**src/dsa_pkg.sv**
```systemverilog
package dsa_pkg;

    localparam int MAX_SLOTS = 1024;
    localparam int SLOT_W    = 10;
    localparam int CNT_W     = 11;
    localparam int DATA_W    = 32;
    localparam int ADDR_W    = 3;

    localparam logic REG_SLOT_COUNT = 1'b0;

    localparam logic [CNT_W-1:0] SLOT_COUNT_RESET = CNT_W'(1024);

    localparam logic KIND_ALLOC = 1'b0;
    localparam logic KIND_FREE  = 1'b1;

    typedef enum logic [2:0] {
        ST_OK           = 3'd0,
        ST_FULL         = 3'd1,
        ST_DOUBLE_ALLOC = 3'd2,
        ST_DOUBLE_FREE  = 3'd3,
        ST_RANGE        = 3'd4,
        ST_IGNORED      = 3'd5
    } status_t;

    typedef struct packed {
        logic push;
        logic pop;
    } stack_ctrl_t;

endpackage

```
**src/dsa_stack_cell.sv**
```systemverilog
module dsa_stack_cell (
    input  logic                       clk,
    input  dsa_pkg::stack_ctrl_t       ctrl,
    input  logic [dsa_pkg::SLOT_W-1:0] from_up,
    input  logic [dsa_pkg::SLOT_W-1:0] from_down,
    output logic [dsa_pkg::SLOT_W-1:0] q
);
    import dsa_pkg::*;

    logic [SLOT_W-1:0] q_reg;

    // push moves toward the bottom, pop pulls toward the top
    always_ff @(posedge clk)
    begin
        if (ctrl.push)
        begin
            q_reg <= from_up;
        end
        else if (ctrl.pop)
        begin
            q_reg <= from_down;
        end
    end

    assign q = q_reg;

endmodule

```
**config.mk**
```make
export PLATFORM = sky130hd
export DESIGN_NAME = dsa_stack_cell
export DESIGN_NICKNAME = d
export VERILOG_FILES = /design/src/dsa_pkg.sv /design/src/dsa_stack_cell.sv
export SDC_FILE = /design/constraint.sdc
export NUM_CORES = 1
export LEC_CHECK = 0
export CAP_MARGIN = 5
export CORE_UTILIZATION = 35
export DETAILED_ROUTE_END_ITERATION = 12
export DONT_BUFFER_PORTS = 1
export PLACE_DENSITY = 0.55
export RECOVER_POWER = 100
export REMOVE_ABC_BUFFERS = 1
export SLEW_MARGIN = 5
export SYNTH_ARGS = -nofsm -noshare
export SYNTH_HDL_FRONTEND = slang
export SYNTH_SLANG_ARGS = --single-unit
```
**constraint.sdc**
```tcl
create_clock -name clk -period 1.04 [get_ports clk]
set_input_delay 0.052 -clock clk [delete_from_list [all_inputs] [get_ports clk]]
set_output_delay 0.052 -clock clk [all_outputs]
set_load 0.02 [all_outputs]
```
==> results list <==
* Final worst setup slack: 0.259 ns
* Cells after Synth: 22
* Instance count along the most critical hold path: 1
- Worst endpoint data arrival time: 0.73 ns
* Number of pins with negative max-slew slack in the final report: 0
- At the pin with the least slew margin, the transition time is 0.643 ns.
- Area taken by flip-flops and latches: 300 sq um
- Cell area after synthesis: 464 sq um
* Detailed-route wire length: 595 um
- Initial antenna violation count: 0
* Yosys cell types: 5
- At the end of routability-driven placement, the weighted congestion stood at 0.722.
- For this design the ratio of total power to cell area is 1830 mW/mm^2.
- The tree built by TritonCTS fans out to 10 sinks.
* Accumulated negative setup slack: 0 ns
- Number of flip-flops under the largest register name: 10
- Worst max-slew margin expressed relative to the limit: 0.572
* Top cells by area, synth: sky130_fd_sc_hd__edfxtp_1, sky130_fd_sc_hd__mux2_4, sky130_fd_sc_hd__buf_6
* Total congestion overflow after global routing: 0
- Portion of the clock cycle consumed by the worst path in the final layout: 0.751
- Cell at the root of the clock tree: sky130_fd_sc_hd__clkbuf_4
- Gates resized, CTS repair: 0
- Post-detailed-route via-to-cell ratio: 5.45
- The number of setup buffers added after CTS is 0.
* Worst slack, placed: 0.314 ns
- Wire length per cell after detailed routing: 15.7 um
- Detailed Routing Iterations Pass 1: 4
- The first global-routing pass estimated 634 um of wire.
* Vertical die dimension: 38.4 um
- Input and output buffers added on the ports amount to 0.
* Crit path kind: flip-flop to primary output
- From left edge to right edge, the die measures 38.4 um.
- Hold crit path type: primary input to flip-flop
- The biggest area contributor in the post-synthesis netlist is sky130_fd_sc_hd__edfxtp_1.
- The analysis attributes to cell leakage a power of 0.157 nW.
* ANT cells: 0
- Nature of the critical path startpoint: flip-flop
- Number of vias after detailed routing: 207
* Number of placement rows: 12
* CORE AREA: 0.00117 sq mm
- Global-route total usage across every layer: 0.0766
* Biggest fanout along the worst timing path: 1
* Met3 wire length: 119 um
* Fraction of final layout cells sized beyond drive strength 1: 0.167
- Yosys warnings: 0
- The synthesized design contains 10 register bits.
* Number of levels in the clock H-tree: 1
- Nets: 49
- The worst hold path terminates at q[2].
- Of the post-synthesis cell area, the dominant cell type holds 0.647.
- Setup repair after global routing missed its margin: no
* Peak supply drop: 0.457 mV
- For this run, the register share of the synthesized area comes to 0.647.
- Wire length on met1: 275 um
- The layout has 122 filler cells.
* Maximum number of pins on one net before global-route repair: 12
- Amount of wire on met2 after detailed routing: 200 um
- TritonCTS built the clock tree.
- At the worst endpoint, the required time is 0.99 ns.
* Min cycle time layout: 0.781 ns
- Via count of the first global-routing pass: 153
* DRC viols: 0
* Synth Area per Inst: 21.1 sq um
- Number of buffers created by CTS: 3
* Hold buffer count at CTS: 0
- Worst hold-check slack: 0.0195 ns
* Top layer used by detailed routing: met3
- Maximum root-to-sink buffer count: 2
* Clk slew on worst S/H paths: 0.06 ns
* Status: completed
- Maximum capacitance violations: 0
- Worst setup EP type: primary output
* First-iteration detailed-routing DRC count: 9
* HP Start: from_down[2]
- Setup violations remaining at the end of the flow were counted as 0.
- Area overhead of the layout relative to synthesis: -1.08%
- Final hold viol count: 0
- Pin placement for this block handled 33 I/O pins.
- The die covers 0.00148 sq mm.
* Upper clock frequency limit: 1280 MHz
- For this configuration, the core starts out at a cell density of 0.396.
- The multi-input combinational cells in the finished layout cover a total of 119 sq um.
- Post-DRT Antenna Nets: 0
[Yosys cell counts, drive strengths merged]
cell	n
edfxtp	10
mux2	10
buf	1
or2	1
[routing by layer]
layer,vias up,global-route usage
met1,88,0.0755
li1,90,-
met2,29,0.0847
met5,-,0
met3,0,0.0407
met4,0,0.129
[cells by family (layout without fill, tap and decap cells)]
| logic type | Yosys count | in the layout | share of synthesized area |
|---|---|---|---|
| mux | 10 | 10 | 0.315 |
| simple gates | 1 | 1 | 0.0135 |
| buf+inv | 1 | 3 | 0.0243 |
| flops | 10 | 10 | 0.647 |
[stage by stage]
step           cells   util  total power [mW]  cell area [sq um]
3_5_place_dp      35  0.402             0.642                470
4_1_cts           38  0.421             0.873                493
6_report          38  0.392             0.841                459
5_1_grt           38  0.392             0.866                459
3_3_place_gp      35  0.402             0.641                470
2_1_floorplan     21      -             0.629                453
[layout make-up]
class / count / share of cell area
flip-flops and latches: 10 / 0.654
multi-input cells: 11 / 0.259
clock buffers: 3 / 0.0490
well taps: 14 / 0.0381
[power breakdown]
group	switching [mW]	leakage, nW	internal [mW]
Sequential	0.0715	0.102	0.500
Clock	0.0992	0.0138	0.132
Combinational	0.0165	0.0414	0.0218
Total	0.187	0.157	0.654
[cell usage in the layout (no fill, tap or decap)]
| cell type | n |
|---|---|
| sky130_fd_sc_hd__or2_0 | 1 |
| sky130_fd_sc_hd__clkbuf_4 | 3 |
| sky130_fd_sc_hd__mux2_2 | 1 |
| sky130_fd_sc_hd__mux2_1 | 9 |
| sky130_fd_sc_hd__edfxtp_1 | 10 |
[worst max-delay path by stage]
stage	from	slack, ns	cells past startpoint	end
after floorplan	ctrl[1]	0.36	1	q[0]
after global placement	ctrl[1]	0.32	1	q[0]
after detailed placement	ctrl[1]	0.31	1	q[5]
after CTS	q[1]	0.25	0	q[1]
after global routing	q[1]	0.23	0	q[1]
final	q[1]	0.26	0	q[1]
(Power assumes the default switching activity.)
