## src/dsa_pkg.sv

```systemverilog
package dsa_pkg;

    localparam int MAX_SLOTS = 1024;
    localparam int SLOT_W    = 10;
    localparam int CNT_W     = 11;
    localparam int DATA_W    = 32;
    localparam int ADDR_W    = 3;

    localparam logic REG_SLOT_COUNT = 1'b0;

    localparam logic [CNT_W-1:0] SLOT_COUNT_RESET = CNT_W'(1024);

    localparam logic KIND_ALLOC = 1'b0;
    localparam logic KIND_FREE  = 1'b1;

    typedef enum logic [2:0] {
        ST_OK           = 3'd0,
        ST_FULL         = 3'd1,
        ST_DOUBLE_ALLOC = 3'd2,
        ST_DOUBLE_FREE  = 3'd3,
        ST_RANGE        = 3'd4,
        ST_IGNORED      = 3'd5
    } status_t;

    typedef struct packed {
        logic push;
        logic pop;
    } stack_ctrl_t;

endpackage

```

## src/dsa_used_map.sv

```systemverilog
module dsa_used_map (
    input  logic                       clk,
    input  logic                       rd_en,
    input  logic [dsa_pkg::SLOT_W-1:0] rd_addr,
    output logic                       rd_data,
    input  logic                       wr_en,
    input  logic [dsa_pkg::SLOT_W-1:0] wr_addr,
    input  logic                       wr_data
);
    import dsa_pkg::*;

    logic mem [MAX_SLOTS];
    logic rd_data_reg;

    always_ff @(posedge clk)
    begin
        if (wr_en)
        begin
            mem[wr_addr] <= wr_data;
        end
    end

    always_ff @(posedge clk)
    begin
        if (rd_en)
        begin
            rd_data_reg <= mem[rd_addr];
        end
    end

    assign rd_data = rd_data_reg;

endmodule

```

## config.mk

```make
export PLATFORM = sky130hd
export DESIGN_NAME = dsa_used_map
export DESIGN_NICKNAME = d
export VERILOG_FILES = /design/src/dsa_pkg.sv /design/src/dsa_used_map.sv
export SDC_FILE = /design/constraint.sdc
export NUM_CORES = 1
export LEC_CHECK = 0
export BUFFER_PORTS_ARGS = -buffer_cell sky130_fd_sc_hd__buf_4
export CAP_MARGIN = 10
export CELL_PAD_IN_SITES_DETAIL_PLACEMENT = 0
export CELL_PAD_IN_SITES_GLOBAL_PLACEMENT = 1
export CORE_MARGIN = 4
export CORE_UTILIZATION = 40
export CTS_CLUSTER_SIZE = 30
export DETAILED_ROUTE_END_ITERATION = 12
export HOLD_SLACK_MARGIN = 0.15
export PLACE_DENSITY = 0.64
export SLEW_MARGIN = 15
export SYNTH_ARGS = -nofsm -noshare
export SYNTH_HDL_FRONTEND = slang
export SYNTH_SLANG_ARGS = --single-unit
```

## constraint.sdc

```tcl
create_clock -name clk -period 5.9 [get_ports clk]
set_input_delay 1.18 -clock clk [delete_from_list [all_inputs] [get_ports clk]]
set_output_delay 1.18 -clock clk [all_outputs]
set_load 0.05 [all_outputs]
```

==> results.yml <==
global_routing:
  antenna_found_initial: 3
  track_usage_pct: 22.8
  grt_pass1_vias: 26609
  grt_first_pass_wirelength_um: 190000
  grt_max_degree: 221
  overflow: 0
timing:
  fin_crit_sh_pct: 70.7
  hold_violations: 0
  worst_pin_slew_ns: 1.17
  max_freq_mhz: 240
  slew-limit-headroom_pct: 22.1
  clock_skew_ns: 0.0194
  setup_viol_count_final: 0
  min_period_ns: 4.17
  whs_ns: 0.758
  report.final.slew_viol_count: 0
  fin_setup_tns_ns: 0
  rsz0062_at_grt: "no"
synthesis:
  synth_enable_flop_cells: 1025
  synth-async-reset-ratio_pct: 0
  yosysWarnings: 0
  synth_seq_cells: 1025
  synthMostInstantiatedCell: "nor2_1"
  synth_cell_types: 55
  netlist_instances: 3112
  ys_seq_area_share_pct: 68.9
  synth.area.top_cells: "edfxtp_1 69%, mux4_2 10%, nor2_1 8.7%"
  synth_top_area_cell: "edfxtp_1"
  syn_area_um2: 44700
  syn_area_per_cell_um2: 14.4
  synth_flop_cell: "edfxtp_1"
  synthTopCellsByCount: "1036 x nor2_1, 1025 x edfxtp_1, 200 x mux4_2"
  synth_top_area_share_pct: 68.9
  syn_nets: 3136
die:
  chipWidth_um: 342
  initial_core_util_pct: 40.3
  fp-row-count: 122
  die_h_um: 342
  core_um2: 111000
  die-area_um2: 117000
  ioPinCount: 25
detailed_routing:
  antenna_left: 0
  drt-total-wl_um: 134000
  vias_per_cell: 5.85
  dr.pass1.iters: 5
  drt_iter0_markers: 3377
  num_vias: 27057
  post_drt_wl_per_cell_um: 29.0
  drc_errors: 0
clocking:
  htreeDepth: 3
  clk_latency_ns: 0.68
  cts_root_buf: "clkbuf_16"
  cts_sinks: 1025
  cts_resized: 0
  tritoncts: "built"
  cts_buffers: 107
  post_cts_buffers: 0
  cts_buffer_depth: 3
  ctsHoldBuffers: 0
  clk_pin_slew_ns: 0.06
power:
  p_per_area_nw_per_um2: 311
  irDropWorstVdd_mv: 0.252
  p_leak_nw: 14.8
setup_path:
  regToRegStartpoint: "mem[943]$_DFFE_PP_"
  worstPathRequired_ns: 6.32
  cp-end-kind: "register"
  cp-start-kind: "primary input"
  crit_arrival_ns: 4.59
  critPathMaxFanout: 71
  setup.worst_path.start: "rd_addr[1]"
  critPathKind: "in2reg"
cells_and_area:
  final_nets: 3071
  area_delta_synth_final_pct: 11.6
  largest_register_ffs: 1024
  drive_above_1_share_pct: 16.6
status:
  outcome: "finished, final reports clean"
placed_design:
  gp_congestion: 0.777
  place_hpwl_um: 69700
  io_buffers: 24
min_path:
  worst_hold_path_type: "in2reg"
  hold_start: "rd_en"
run:
  drv_cap: 0
## power breakdown
group	switching (mW)	total [mW]	internal, mW
sequential	0.00316	8.02	8.02
clock	2.81	6.65	3.84
combinational	0.561	0.832	0.271
## final timing paths
check | end | slack [ns] | depth (start not counted)
worst min-delay path | rd_data$_DFFE_PP_ | 0.76 | 1
worst max-delay path | rd_data$_DFFE_PP_ | 1.73 | 10
worst max register to register | rd_data$_DFFE_PP_ | 3.07 | 8
worst min register to register | rd_data$_DFFE_PP_ | 1.32 | 8
## layer usage
metal	part of all wire [%]	GRT usage (%)	vias up	wire, µm
li1	-	-	11386	-
met4	2.8	6.77	0	3750
met2	48	37.5	1254	64700
met5	0	0	-	0
met3	9.5	4.67	181	12700
met1	39	30.7	14236	52900
## stage by stage
step / power (mW) / cell area, µm² / cells / util, % / setup WS (ns)
detailed placement: 9.00 / 46400 / 4425 / 41.9 / 1.13
global route: 15.9 / 49800 / 4622 / 45.0 / 1.59
global placement: 8.99 / 46400 / 4425 / 41.9 / 1.01
CTS: 15.6 / 49800 / 4620 / 44.9 / 1.83
floorplan: 8.64 / 44700 / 3112 / - / 2.31
finish: 15.5 / 49800 / 4623 / 45.0 / 1.73
## area by class of cell
| cell class | instances | area (µm²) |
|---|---|---|
| Antenna cell | 2 | 5.00 |
| Clock buffer | 139 | 2860 |
| Clock inverter | 56 | 544 |
| Fill cell | 9923 | 61000 |
| Inverter | 6 | 22.5 |
| Multi-Input combinational cell | 1778 | 12600 |
| Sequential cell | 1025 | 30800 |
| Tap cell | 1488 | 1860 |
| Timing Repair Buffer | 129 | 1170 |
## cells in the final DEF (no fill, tap or decap), types with 28 or more instances in the layout
cell       instances
nor2_1          1036
edfxtp_1        1025
mux4_2           200
mux2i_1          123
buf_4            112
clkbuf_16        110
nand2_1           79
o221ai_1          49
a21oi_1           37
nor3_1            36
clkbuf_1          29
o22ai_1           28
## critical path, stage by stage
cell,delay [ns]
buf_8,0.43
nand2b_2,0.67
buf_4,0.49
o221ai_1,0.20
o22ai_1,0.21
nor3_1,0.09
nor3_1,0.51
nor3_1,0.26
a32oi_1,0.21
o2111ai_1,0.12
## kinds of logic (layout without fill, tap and decap cells)
logic type / Yosys count / after routing / share of synthesized area, %
compound gates: 178 / 178 / 2.83
buf+inv: 309 / 330 / 3.30
flops: 1025 / 1025 / 68.9
mux: 340 / 340 / 13.7
other cells: 0 / 2 / 0
simple gates: 1260 / 1260 / 11.2
(Power assumes the default switching activity.)
